$ cat src/hdl/ehist_queue.sv
// two-entry command queue between front and back
`timescale 1ns / 1ps
`default_nettype none
module ehist_queue #(
   parameter int WIDTH = 8
) (
   input  wire logic             clock,
   input  wire logic             reset,
   input  wire logic             push,
   input  wire logic [WIDTH-1:0] push_data,
   output logic                  full,
   input  wire logic             pop,
   output logic [WIDTH-1:0]      pop_data,
   output logic                  not_empty
);
   logic [WIDTH-1:0] slot_ff [2];
   logic             wr_ff, wr_in;
   logic             rd_ff, rd_in;
   logic [1:0]       fill_ff, fill_in;

   assign full      = (fill_ff == 2'd2);
   assign not_empty = (fill_ff != 2'd0);
   assign pop_data  = slot_ff[rd_ff];

   always_comb begin
      wr_in   = push ? !wr_ff : wr_ff;
      rd_in   = pop ? !rd_ff : rd_ff;
      fill_in = fill_ff + {1'b0, push} - {1'b0, pop};
   end

   always_ff @(posedge clock) begin
      if (reset) begin
         wr_ff   <= 1'b0;
         rd_ff   <= 1'b0;
         fill_ff <= 2'd0;
      end else begin
         wr_ff   <= wr_in;
         rd_ff   <= rd_in;
         fill_ff <= fill_in;
      end
      if (push) begin
         slot_ff[wr_ff] <= push_data;
      end
   end
endmodule
`default_nettype wire

$ cat config.mk
export PLATFORM = sky130hd
export DESIGN_NAME = ehist_queue
export DESIGN_NICKNAME = d
export VERILOG_FILES = /design/src/hdl/ehist_queue.sv
export SDC_FILE = /design/constraint.sdc
export NUM_CORES = 1
export LEC_CHECK = 0
export BUFFER_PORTS_ARGS = -buffer_cell sky130_fd_sc_hd__buf_4
export CAP_MARGIN = 40
export CORE_MARGIN = 2
export CORE_UTILIZATION = 52
export DETAILED_ROUTE_END_ITERATION = 10
export PLACE_DENSITY_LB_ADDON = 0.1
export SLEW_MARGIN = 10
export SYNTH_ARGS = -nofsm -noshare
export SYNTH_HDL_FRONTEND = slang
export SYNTH_SLANG_ARGS = --single-unit
$ cat constraint.sdc
create_clock -name clock -period 2.35 [get_ports clock]
set_input_delay 0.47 -clock clock [delete_from_list [all_inputs] [get_ports clock]]
set_output_delay 0.47 -clock clock [all_outputs]
set_load 0.01 [all_outputs]
==> impl_metrics.csv <==
group,metric,value,unit
clocking,cts_hold_buffers,0,
yosys,synth.net_count,60,
timing,setup_ws,0.543,ns
floorplanning,dieWidth,43.1,um
yosys,synth_area,795,sq um
timing,tightest_slew,0.699,ns
floorplanning,ioPinCount,22,
floorplanning,num_rows,14,
placement,globalplace.congestion,0.647,
run,cap_viol_max_count,0,
layout,area_growth,25.0,%
worst_setup_path,rr_endpoint,"fill_ff[1]",
clocking,clock_sinks,21,
placement,dpl.hpwl,822,um
route,wl,1.11,mm
pwr,p_per_area,751,nW/um^2
timing,fin_crit_sh,76.9,%
clocking,cts_made_buffers,3,
timing,setup_viol,0,
global_route,antenna_found_initial,0,
clocking,clockBufferDepth,2,
worst_setup_path,required,1.88,ns
min_path,min_to,"slot_ff[0][6]",
min_path,hold_path.class,"input port to flop",
yosys,synth_cell_type_count,12,
pwr,max-vdd-ir-drop,0.000546,V
layout,drive_above_1_share,34.3,%
global_route,grt_pass1_vias,455,
yosys,synth-xor-area-share,5.04,%
clocking,htreeDepth,1,
worst_setup_path,cp_max_fo,8,
worst_setup_path,r2r_slack,0.97,ns
yosys,synth_seq_cells,21,
worst_setup_path,r2r_cells,6,
route,viasPerCell,4.93,
route,via_count,424,
floorplanning,die_y,43.1,um
status,status,"finished, final reports clean",
worst_setup_path,timing_worst_setup_path_type,"flop to primary output",
yosys,postSynthCellCount,46,
clocking,clk_pin_slew,0.11,ns
route,firstDrtPassIters,4,
worst_setup_path,crit_path_end_kind,"primary output",
clocking,clock_latency,0.30,ns
global_route,grt_overflow_total,0,
clocking,cts_resized,0,
timing,rsz0062_at_grt,"false",
placement,dp_slack,0.768,ns
clocking,ctsRootBufferMaster,"clkbuf_4",
yosys,yosys.area_share.adder,3.15,%
min_path,min_from,"push_data[6]",
placement,io_buffers,21,
timing,hold_viol,0,
layout,layout_common_cells,"21 x buf_4, 16 x edfxtp_1, 8 x mux2_1",
yosys,synth_top_family_by_area,"multiplexers",
route,ant_nets,0,
worst_setup_path,cp-start-kind,"flop",
pwr,p_leak,0.401,nW
clocking,cts_tree,"done",
route,post_drt_wl_per_cell,12.8,um
global_route,grt_max_degree,12,
worst_setup_path,r2r-start,"fill_ff[0]",
yosys,yosysWarnings,0,
global_route,grt_pass1_wl,1.86,mm
layout,nFillCells,116,
worst_setup_path,arrival,1.34,ns
timing,timing.fmax,0.553,GHz
timing,slew_headroom,53.3,%
route,drc,0,
layout,finalNetCount,85,
floorplanning,coreArea,1470,sq um
layout,layout_commonest_cell,"buf_4",
min_path,min_path_cells,1,
yosys,avgSynthCellArea,17.3,sq um
yosys,synth-compound-area-share,0,%
floorplanning,dieArea,1860,sq um
yosys,synth_mux_area_share,11.3,%
timing,maxSlewViolCount,0,
timing,period_needed,1.81,ns
floorplanning,initial_core_util,54.0,%
yosys,yosys.area_share.simple,5.83,%
global_route,grt_usage,14.7,%
clocking,cts.repair_timing.setup_buffer_count,0,
yosys,synth_seq_area_share,73.1,%
route,drtIter0Drc,4,
timing,fin_setup_tns,0,ns
layout,antenna_cells,0,
timing,clock-skew-final,0.00580,ns
## synthesized netlist by cell type
library cell,instances,area share (%)
xnor3_1,1,2.8
buf_2,1,0.63
xnor2_1,2,2.2
ha_1,2,3.1
dfxtp_1,5,13
edfxtp_1,16,60
mux2_1,8,11
or2_1,1,0.79
nor2_1,4,1.9
and2_1,1,0.79
nor2b_1,3,2.4
inv_1,2,0.95
## state kept, by name, indices dropped and copies added, names as in the netlist, named ones only
signal   count
slot_ff     16
wr_ff        1
rd_ff        1
fill_ff      2
## critical path, stage by stage (launching register included)
cell and delay, ns:
dfxtp_1 0.53, mux2_1 0.37, buf_4 0.15
## through the flow
step | hold slack, ns | cell area (sq um) | std cells | total power [mW] | utilization, %
2_1_floorplan | 0.480 | 795 | 46 | 0.528 | -
3_3_place_gp | 0.516 | 967 | 82 | 0.589 | 65.7
3_5_place_dp | 0.515 | 967 | 82 | 0.593 | 65.7
4_1_cts | 0.335 | 993 | 86 | 0.758 | 67.5
5_1_grt | 0.328 | 993 | 86 | 0.782 | 67.5
6_report | 0.347 | 993 | 86 | 0.746 | 67.5
## layout make-up
cell class,count,area (sq um),area share (%)
flip-flops and latches,21,581,58.4
multi-input cells,22,201,20.3
repair buffers,21,158,15.9
clock buffers,4,26.3,2.64
well taps,16,20.0,2.02
inverters,2,7.51,0.756
## logic make-up (layout without fill, tap and decap cells)
| family | count (synthesis) | count (layout) |
|---|---|---|
| flops | 21 | 21 |
| buf+inv | 3 | 27 |
| fa+ha+maj | 2 | 2 |
| simple gates | 9 | 9 |
| mux | 8 | 8 |
| xor+xnor | 3 | 3 |
## worst max-delay path by stage
stage	startpoint	endpoint	slack [ns]	depth (start not counted)
after floorplan	pop	fill_ff[1]	0.94	5
after global placement	push	slot_ff[0][2]	0.78	2
after detailed placement	pop	fill_ff[1]	0.77	6
after CTS	flop	pop_data[3]	0.50	2
after global routing	flop	pop_data[3]	0.44	2
final	flop	pop_data[3]	0.54	2
## layer usage
metal | GRT usage [%] | wire length (um) | vias to the layer above
met5 | 0 | 0 | -
met2 | 23.9 | 560 | 14
met1 | 15.4 | 465 | 196
met3 | 5.11 | 49 | 4
li1 | - | - | 210
met4 | 10.9 | 30 | 0
## report_power, final
part / switching [mW] / internal, mW
combinational: 0.0529 / 0.0818
clock: 0.0978 / 0.0661
sequential: 0.0161 / 0.431
total: 0.167 / 0.579
(Power assumes the default switching activity.)
