### config.mk
export PLATFORM = sky130hd
export DESIGN_NAME = ehist_front_flat
export DESIGN_NICKNAME = d
export VERILOG_FILES = /design/src/hdl/ehist_pkg.sv /design/src/hdl/ehist_if.sv /design/src/hdl/ehist_front.sv /design/src/flat_wrapper.sv
export SDC_FILE = /design/constraint.sdc
export NUM_CORES = 1
export LEC_CHECK = 0
export BUFFER_PORTS_ARGS = -buffer_cell sky130_fd_sc_hd__buf_2
export CORE_MARGIN = 10
export CORE_UTILIZATION = 30
export DETAILED_ROUTE_END_ITERATION = 8
export SLEW_MARGIN = 20
export SYNTH_ARGS = -nofsm -noshare
export SYNTH_HDL_FRONTEND = slang
export SYNTH_SLANG_ARGS = --single-unit
### constraint.sdc
create_clock -name clock -period 4.9 [get_ports clock]
set_clock_uncertainty 0.1 [all_clocks]
set_input_delay 0.49 -clock clock [delete_from_list [all_inputs] [get_ports clock]]
set_output_delay 0.49 -clock clock [all_outputs]
set_load 0.01 [all_outputs]
### src/hdl/ehist_pkg.sv
// shared types and constants of the equal-width histogram
`timescale 1ns / 1ps
`default_nettype none
package ehist_pkg;
   localparam int BIN_SLOTS_DEFAULT   = 256;
   localparam int COUNT_WIDTH_DEFAULT = 32;

   localparam int CSR_INDEX_W = 8;
   localparam logic [CSR_INDEX_W-1:0] CSR_RANGE_LOW  = 8'd0;
   localparam logic [CSR_INDEX_W-1:0] CSR_RANGE_HIGH = 8'd1;
   localparam logic [CSR_INDEX_W-1:0] CSR_BIN_WIDTH  = 8'd2;
   localparam logic [CSR_INDEX_W-1:0] CSR_BIN_COUNT  = 8'd3;

   localparam logic [31:0] RANGE_LOW_RESET  = 32'd0;
   localparam logic [31:0] RANGE_HIGH_RESET = 32'd6553600;
   localparam logic [30:0] BIN_WIDTH_RESET  = 31'd655360;
   localparam logic [8:0]  BIN_COUNT_RESET  = 9'd10;

   localparam logic [1:0] OP_CLEAR  = 2'd0;
   localparam logic [1:0] OP_ADD    = 2'd1;
   localparam logic [1:0] OP_READ   = 2'd2;
   localparam logic [1:0] OP_UNUSED = 2'd3;

   localparam logic [1:0] CMD_NONE  = 2'd0;
   localparam logic [1:0] CMD_CLEAR = 2'd1;
   localparam logic [1:0] CMD_ADD   = 2'd2;
   localparam logic [1:0] CMD_READ  = 2'd3;

   typedef struct packed {
      logic [1:0] kind;
      logic       zero;   // read beyond the store returns zero
      logic [7:0] bin;
   } cmd_type;

   typedef struct packed {
      logic [31:0] range_low;
      logic [31:0] range_high;
      logic [30:0] bin_width;
      logic [8:0]  bin_count;
   } csr_type;
endpackage
`default_nettype wire

### src/hdl/ehist_if.sv
// handshake channels of the histogram: request, response and register write
`timescale 1ns / 1ps
`default_nettype none
interface ehist_req_if;
   logic        valid;
   logic        ready;
   logic [1:0]  op;
   logic [31:0] sample;
   logic [7:0]  bin_select;
   modport source (output valid, op, sample, bin_select, input ready);
   modport sink   (input valid, op, sample, bin_select, output ready);
endinterface

`default_nettype wire

### src/hdl/ehist_front.sv
// front end: range check and bin index by a one-bit-per-cycle divider
`timescale 1ns / 1ps
`default_nettype none
module ehist_front #(
   parameter int BIN_SLOTS = ehist_pkg::BIN_SLOTS_DEFAULT,
   parameter int IW        = $clog2(BIN_SLOTS)
) (
   input  wire logic              clock,
   input  wire logic              reset,
   input  wire logic              init_done,
   input  wire ehist_pkg::csr_type csr,
   ehist_req_if.sink              req,
   output ehist_pkg::cmd_type     cmd,
   output logic [IW-1:0]          cmd_idx,
   output logic                   cmd_push,
   input  wire logic              cmd_full
);
   import ehist_pkg::*;

   localparam logic [1:0] ST_IDLE  = 2'd0;
   localparam logic [1:0] ST_DIV   = 2'd1;
   localparam logic [1:0] ST_CLAMP = 2'd2;
   localparam logic [1:0] ST_PUSH  = 2'd3;

   logic [1:0]    state_ff, state_in;
   logic [4:0]    step_ff, step_in;
   logic [31:0]   quo_ff, quo_in;
   logic [30:0]   rem_ff, rem_in;
   cmd_type       cmd_ff, cmd_in;
   logic [IW-1:0] idx_ff, idx_in;

   logic          accept;
   logic          in_rng;
   logic [32:0]   diff;
   logic [30:0]   divisor;
   logic [31:0]   trial;
   logic [31:0]   bins_used;
   logic [31:0]   last_bin;
   logic [31:0]   clamped;
   logic [IW+7:0] sel_ext;
   logic [IW+7:0] clamp_ext;

   assign req.ready = init_done && (state_ff == ST_IDLE);
   assign accept    = req.valid && req.ready;

   assign in_rng  = ($signed(req.sample) >= $signed(csr.range_low)) &&
                    ($signed(req.sample) <  $signed(csr.range_high));
   assign diff    = {req.sample[31], req.sample} - {csr.range_low[31], csr.range_low};
   assign divisor = (csr.bin_width == '0) ? 31'd1 : csr.bin_width;
   assign trial   = {rem_ff, quo_ff[31]};

   always_comb begin
      bins_used = {23'd0, csr.bin_count};
      if (bins_used == 32'd0) begin
         bins_used = 32'd1;
      end
      if (bins_used > 32'(BIN_SLOTS)) begin
         bins_used = 32'(BIN_SLOTS);
      end
   end
   assign last_bin  = bins_used - 32'd1;
   assign clamped   = (quo_ff > last_bin) ? last_bin : quo_ff;
   assign sel_ext   = {{IW{1'b0}}, req.bin_select};
   assign clamp_ext = {8'd0, clamped[IW-1:0]};

   always_comb begin
      state_in = state_ff;
      step_in  = step_ff;
      quo_in   = quo_ff;
      rem_in   = rem_ff;
      cmd_in   = cmd_ff;
      idx_in   = idx_ff;
      cmd_push = 1'b0;
      case (state_ff)
         ST_IDLE: begin
            if (accept) begin
               cmd_in.kind = CMD_NONE;
               cmd_in.zero = 1'b0;
               cmd_in.bin  = 8'd0;
               idx_in      = '0;
               state_in    = ST_PUSH;
               case (req.op)
                  OP_CLEAR: cmd_in.kind = CMD_CLEAR;
                  OP_ADD: begin
                     if (in_rng) begin
                        quo_in   = diff[31:0];
                        rem_in   = '0;
                        step_in  = '0;
                        state_in = ST_DIV;
                     end
                  end
                  OP_READ: begin
                     cmd_in.kind = CMD_READ;
                     cmd_in.bin  = req.bin_select;
                     cmd_in.zero = !({24'd0, req.bin_select} < 32'(BIN_SLOTS));
                     idx_in      = sel_ext[IW-1:0];
                  end
                  default: cmd_in.kind = CMD_NONE;
               endcase
            end
         end
         ST_DIV: begin
            if (trial >= {1'b0, divisor}) begin
               rem_in = 31'(trial - {1'b0, divisor});
               quo_in = {quo_ff[30:0], 1'b1};
            end else begin
               rem_in = trial[30:0];
               quo_in = {quo_ff[30:0], 1'b0};
            end
            step_in = step_ff + 5'd1;
            if (step_ff == 5'd31) begin
               state_in = ST_CLAMP;
            end
         end
         ST_CLAMP: begin
            cmd_in.kind = CMD_ADD;
            cmd_in.zero = 1'b0;
            cmd_in.bin  = clamp_ext[7:0];
            idx_in      = clamped[IW-1:0];
            state_in    = ST_PUSH;
         end
         ST_PUSH: begin
            if (!cmd_full) begin
               cmd_push = 1'b1;
               state_in = ST_IDLE;
            end
         end
         default: state_in = ST_IDLE;
      endcase
   end

   always_ff @(posedge clock) begin
      if (reset) begin
         state_ff <= ST_IDLE;
      end else begin
         state_ff <= state_in;
      end
      step_ff <= step_in;
      quo_ff  <= quo_in;
      rem_ff  <= rem_in;
      cmd_ff  <= cmd_in;
      idx_ff  <= idx_in;
   end

   assign cmd     = cmd_ff;
   assign cmd_idx = idx_ff;
endmodule
`default_nettype wire

### src/flat_wrapper.sv
// flat-port wrapper written by rule: the top's interface ports become plain ports
module ehist_front_flat import ehist_pkg::*;
#(
   parameter int BIN_SLOTS = ehist_pkg::BIN_SLOTS_DEFAULT,
   parameter int IW        = $clog2(BIN_SLOTS)
)
  (clock, reset, init_done, csr, cmd, cmd_idx, cmd_push, cmd_full, req_valid, req_op, req_sample, req_bin_select, req_ready);
  ehist_req_if req_i ();
  input  wire logic clock;
  input  wire logic reset;
  input  wire logic init_done;
  input  wire ehist_pkg::csr_type csr;
  output ehist_pkg::cmd_type cmd;
  output logic [IW-1:0] cmd_idx;
  output logic cmd_push;
  input  wire logic cmd_full;
  input wire logic [$bits(req_i.valid)-1:0] req_valid;
  input wire logic [$bits(req_i.op)-1:0] req_op;
  input wire logic [$bits(req_i.sample)-1:0] req_sample;
  input wire logic [$bits(req_i.bin_select)-1:0] req_bin_select;
  output wire logic [$bits(req_i.ready)-1:0] req_ready;
  assign req_i.valid = req_valid;
  assign req_i.op = req_op;
  assign req_i.sample = req_sample;
  assign req_i.bin_select = req_bin_select;
  assign req_ready = req_i.ready;
  ehist_front #(.BIN_SLOTS(BIN_SLOTS), .IW(IW)) u_core (.clock(clock), .reset(reset), .init_done(init_done), .csr(csr), .req(req_i), .cmd(cmd), .cmd_idx(cmd_idx), .cmd_push(cmd_push), .cmd_full(cmd_full));
endmodule
==> results.md <==
Run status:
- The run finished with clean final reports.

Min path:
- The worst hold path belongs to the class in2reg.

Timing:
- For the pin with the worst max-slew slack, the measured transition is ~880 ps.
- Subtracting the final worst setup slack from the clock period gives 4335 ps.
- The hold violation count in the final report was 0.
- The setup violation total in the final timing report is 0.
- The share of the clock period used by the worst path after layout is between 80% and 90%.
- The worst relative slew slack is between 40% and 50%.
- The top achievable clock speed is 230.7 MHz.
- The aggregate negative setup slack is 0 ps.
- Setup repair after global routing left no endpoint under its margin.
- The tightest hold path in the finished design has a slack of around 230 ps.
- The max-slew violation count is 0.
- Across all setup checks in the final design, the least slack found is between 500 and 600 ps.

Clock tree:
- The largest buffer count on any clock path is 2.
- After clock tree synthesis, the repair step resized 0 gates.
- Clock tree synthesis inserted a total of 9 buffers.
- The H-tree depth reported by CTS is 3.
- The clock transition time at the flip-flop clock pins of the worst setup and hold paths is roughly 60 ps.
- TritonCTS built the clock tree.
- Hold repair after CTS inserted 0 buffers.
- The clock insertion delay at the later pin of the skew report is 350 ps.
- The total number of clock tree sinks is 80.
- Buffers added to address setup during post-CTS repair amount to 0.
- The tree is rooted in a sky130_fd_sc_hd__clkbuf_16.

Detailed routing:
- The count of antenna-violating nets left after detailed routing is 0.
- The number of remaining DRC errors is 0.
- The average routed wire per standard cell is 16.74 um.
- In the routed layout, each cell is associated on average with a via count of about 5.2.
- Summed over all layers, the routed wires come to ~28,000 um.
- The first detailed-routing pass took 7 iterations.
- Detailed routing inserted a total of 8,805 vias.
- The DRC violation total after the first TritonRoute iteration is roughly 610.

Synth:
- The number of instances in the synthesized netlist is 1,147.
- Summing every instance area after synthesis gives just over 9000 um2.
- In this run, synthesis inferred 78 flip-flops with an integrated enable.
- The proportion of register bits with asynchronous set or reset after synthesis is 0%.
- During synthesis, Yosys emitted a total of 0 warnings.
- The largest total area in the synthesized netlist belongs to sky130_fd_sc_hd__edfxtp_1.
- The netlist uses 69 different library cells.
- The mean post-synth cell area is approximately 8 um2.
- Ranked by instance count, the synthesized netlist is headed by 135 x sky130_fd_sc_hd__ha_1, 128 x sky130_fd_sc_hd__inv_1, 127 x sky130_fd_sc_hd__nand2_1.
- The post-synthesis register bit count is 80.
- The top cell type by area accounts for between 20% and 30% of the synthesized area.
- For this run, the leading register cell type out of synthesis is sky130_fd_sc_hd__edfxtp_1.
- Ranked by total cell area, the synthesized netlist is headed by sky130_fd_sc_hd__edfxtp_1 26%, sky130_fd_sc_hd__ha_1 18%, sky130_fd_sc_hd__inv_1 5.2%.
- The sequential fraction of the synthesis area is between 20% and 30%.
- Yosys instantiated no cell more often than sky130_fd_sc_hd__ha_1.

Worst setup path:
- Counting both buffers and inverters, the worst setup path holds a total of 1.
- The kind of launch point of the worst setup path is an input port.
- STA classifies the critical path endpoint as a flip-flop.
- By instance count, the cell type seen most on the critical path is sky130_fd_sc_hd__ha_1.
- The top fanout value on the critical path is 11.
- The type of the worst setup path is in2reg.
- The signal on the critical path passes through buf_2 -> nor4_1 -> nor4b_1 -> o21ai_0 -> ha_1 -> o21ai_0 -> nor2_1 -> ha_1 -> ha_1 -> nand4_1 -> nor2_1 -> and3_1 -> a21boi_0 -> o311ai_2 -> a2111o_1 -> nand3_1.
- The endpoint required time on the critical path is 4900 ps.
- Among cell families on the critical path, the largest total delay comes from compound AO/OA/AOI/OAI gates.
- The largest stage delay on the critical path is about 760 ps.
- The slowest stage of the critical path belongs to the cell sky130_fd_sc_hd__o311ai_2.
- For the worst setup path, the data arrival time is around 4300 ps.

Global routing:
- For this run the aggregate overflow at the end of global routing stands at 0.
- The peak-usage layer in the global routing report is met2.
- The initial antenna violation count came to 0.
- For met3 alone, demand over resource in global routing was between 2 and 2.5%.
- The first-pass GRT wire length is 45,150 um.
- Entering global routing, the biggest net connects 84 pins.
- In the global route stage, overall resource usage came out at between 10 and 15%.
- The global routing met2 resource utilization is about a fifth.
- The via count of the first global-routing pass is between 8,000 and 9,000.
- In the global route stage, met1 resource usage came out at slightly above 20%.

Floorplan:
- For this configuration, the core starts out at a cell density of between 30% and 40%.
- The die width is about 190 um.
- The number of top-level pins is roughly 170.
- The die covers approximately 38,000 um2.
- From bottom edge to top edge, the die measures 194.9 um.
- The standard cell core area is about 30,000 um2.
- The floorplan has between 60 and 70 rows.

Finish:
- The post-route netlist has 15.73% of its cells at a drive strength greater than 1.
- The area growth from synthesis to layout is 17.18%.
- In the final layout, the multi-input gates occupy slightly above 6000 um2.
- The filler cells instantiated in the layout total about 3,200.
- The utilization after layout is a little over a third.
- Summing all flip-flop and latch instances after layout gives ~2400 um2.
- The number of antenna repair diodes is 0.
- The final layout contains around 1,600 nets.

Place:
- The worst-case setup slack after placement is about 260 ps.
- The HPWL after detailed placement is about 23,000 um.
- Port buffering added 170 buffers.
- The final weighted congestion in routability-driven placement is between 0.8 and 0.9.

Power:
- The static leakage is between 4 and 5 nW.
- In this run the power density over the cells is roughly 350 nW/um2.
- The worst supply voltage drop on vdd is around 0.19 mV.
- The design draws between 0.003 and 0.004 W.

Flow run:
- Across the run, the number of max-cap violations was 0.
## cell families after synthesis
| kind of cell | Yosys count | synth area share [%] |
|---|---|---|
| adder cells (fa/ha/maj) | 137 | 18.83 |
| multiplexers | 2 | 0.2181 |
| XOR/XNOR | 46 | 4.388 |
| flip-flops | 80 | 25.95 |
| buffers and inverters | 177 | 7.699 |
| other | 2 | 0.08180 |
| AND/OR/NAND/NOR | 383 | 20.46 |
| AO/OA/AOI/OAI | 320 | 22.38 |
## sequential cells by signal (all words and copies together) (netlist names)
name and flops:
u_core.quo_ff 32, u_core.rem_ff 31, u_core.cmd_idx 8, u_core.step_ff 5, u_core.cmd 2, u_core.state_ff 2
## routing by layer
layer  up-vias  routed length [um]
li1       4472                   -
met1      4066               14240
met3        27                1559
met2       240               12040
met5         -                   0
met4         0                 498
## metrics by stage
stage                     instances  cell area (um2)
final                          1693            10760
after global routing           1693            10760
after CTS                      1693            10760
after detailed placement       1677            10440
after global placement         1677            10430
after floorplan                1158             9223
## cell type report
| cell class | count | area share, % |
|---|---|---|
| clock buffers | 9 | 2.093 |
| clock inverters | 7 | 0.8838 |
| inverters | 129 | 4.501 |
| multi-input cells | 901 | 57.22 |
| flip-flops and latches | 80 | 22.14 |
| well taps | 390 | 4.535 |
| repair buffers | 177 | 8.629 |
## worst register-to-register path, cell delays in order, from the launching register on
cell and delay [ps]:
sky130_fd_sc_hd__edfxtp_1 450, sky130_fd_sc_hd__ha_1 490, sky130_fd_sc_hd__nand4_1 210, sky130_fd_sc_hd__nor3_1 450, sky130_fd_sc_hd__o211ai_1 270, sky130_fd_sc_hd__nand4_1 160, sky130_fd_sc_hd__nand2_1 150, sky130_fd_sc_hd__a21oi_4 740
sky130_fd_sc_hd__nand2_1 170, sky130_fd_sc_hd__o21ai_0 200
## power breakdown
| part | switching (W) | internal (W) | total (W) |
|---|---|---|---|
| sequential | 0.000101 | 0.00103 | 0.00113 |
| combinational | 0.00117 | 0.000723 | 0.00190 |
| clock | 0.000295 | 0.000446 | 0.000742 |
## cell usage in the layout, fill, tap and decap left out, types with 8 or more instances in the layout
master / n
sky130_fd_sc_hd__buf_2: 170
sky130_fd_sc_hd__ha_1: 134
sky130_fd_sc_hd__inv_1: 128
sky130_fd_sc_hd__nand2_1: 127
sky130_fd_sc_hd__a21oi_1: 88
sky130_fd_sc_hd__edfxtp_1: 78
sky130_fd_sc_hd__nor2_1: 61
sky130_fd_sc_hd__o21ai_0: 60
sky130_fd_sc_hd__nand4_1: 41
sky130_fd_sc_hd__nand3_1: 41
sky130_fd_sc_hd__a21o_1: 34
sky130_fd_sc_hd__xnor2_1: 31
sky130_fd_sc_hd__nor3_1: 28
sky130_fd_sc_hd__o21a_1: 16
sky130_fd_sc_hd__a31oi_1: 16
sky130_fd_sc_hd__xor2_1: 15
sky130_fd_sc_hd__nor2b_1: 13
sky130_fd_sc_hd__nand2b_1: 13
sky130_fd_sc_hd__o21ai_1: 13
sky130_fd_sc_hd__conb_1: 13
sky130_fd_sc_hd__and3_1: 12
sky130_fd_sc_hd__nor4_1: 11
sky130_fd_sc_hd__a211oi_1: 11
sky130_fd_sc_hd__o211ai_1: 11
sky130_fd_sc_hd__clkbuf_16: 9
sky130_fd_sc_hd__a32oi_1: 8
## worst paths after layout
path,depth (start not counted),slack (ps),startpoint,to
hold reg to reg,2,470,u_core.quo_ff[27]$_DFFE_PP_,u_core.quo_ff[28]$_DFFE_PP_
setup / recovery,16,570,csr[4],u_core.cmd_idx[1]$_DFFE_PP_
hold / removal,2,230,reset,u_core.state_ff[1]$_SDFFE_PP0P_
setup reg to reg,9,1350,u_core.rem_ff[16]$_SDFFCE_PN0P_,u_core.rem_ff[18]$_SDFFCE_PN0P_
Power figures use the tool's default switching activity.
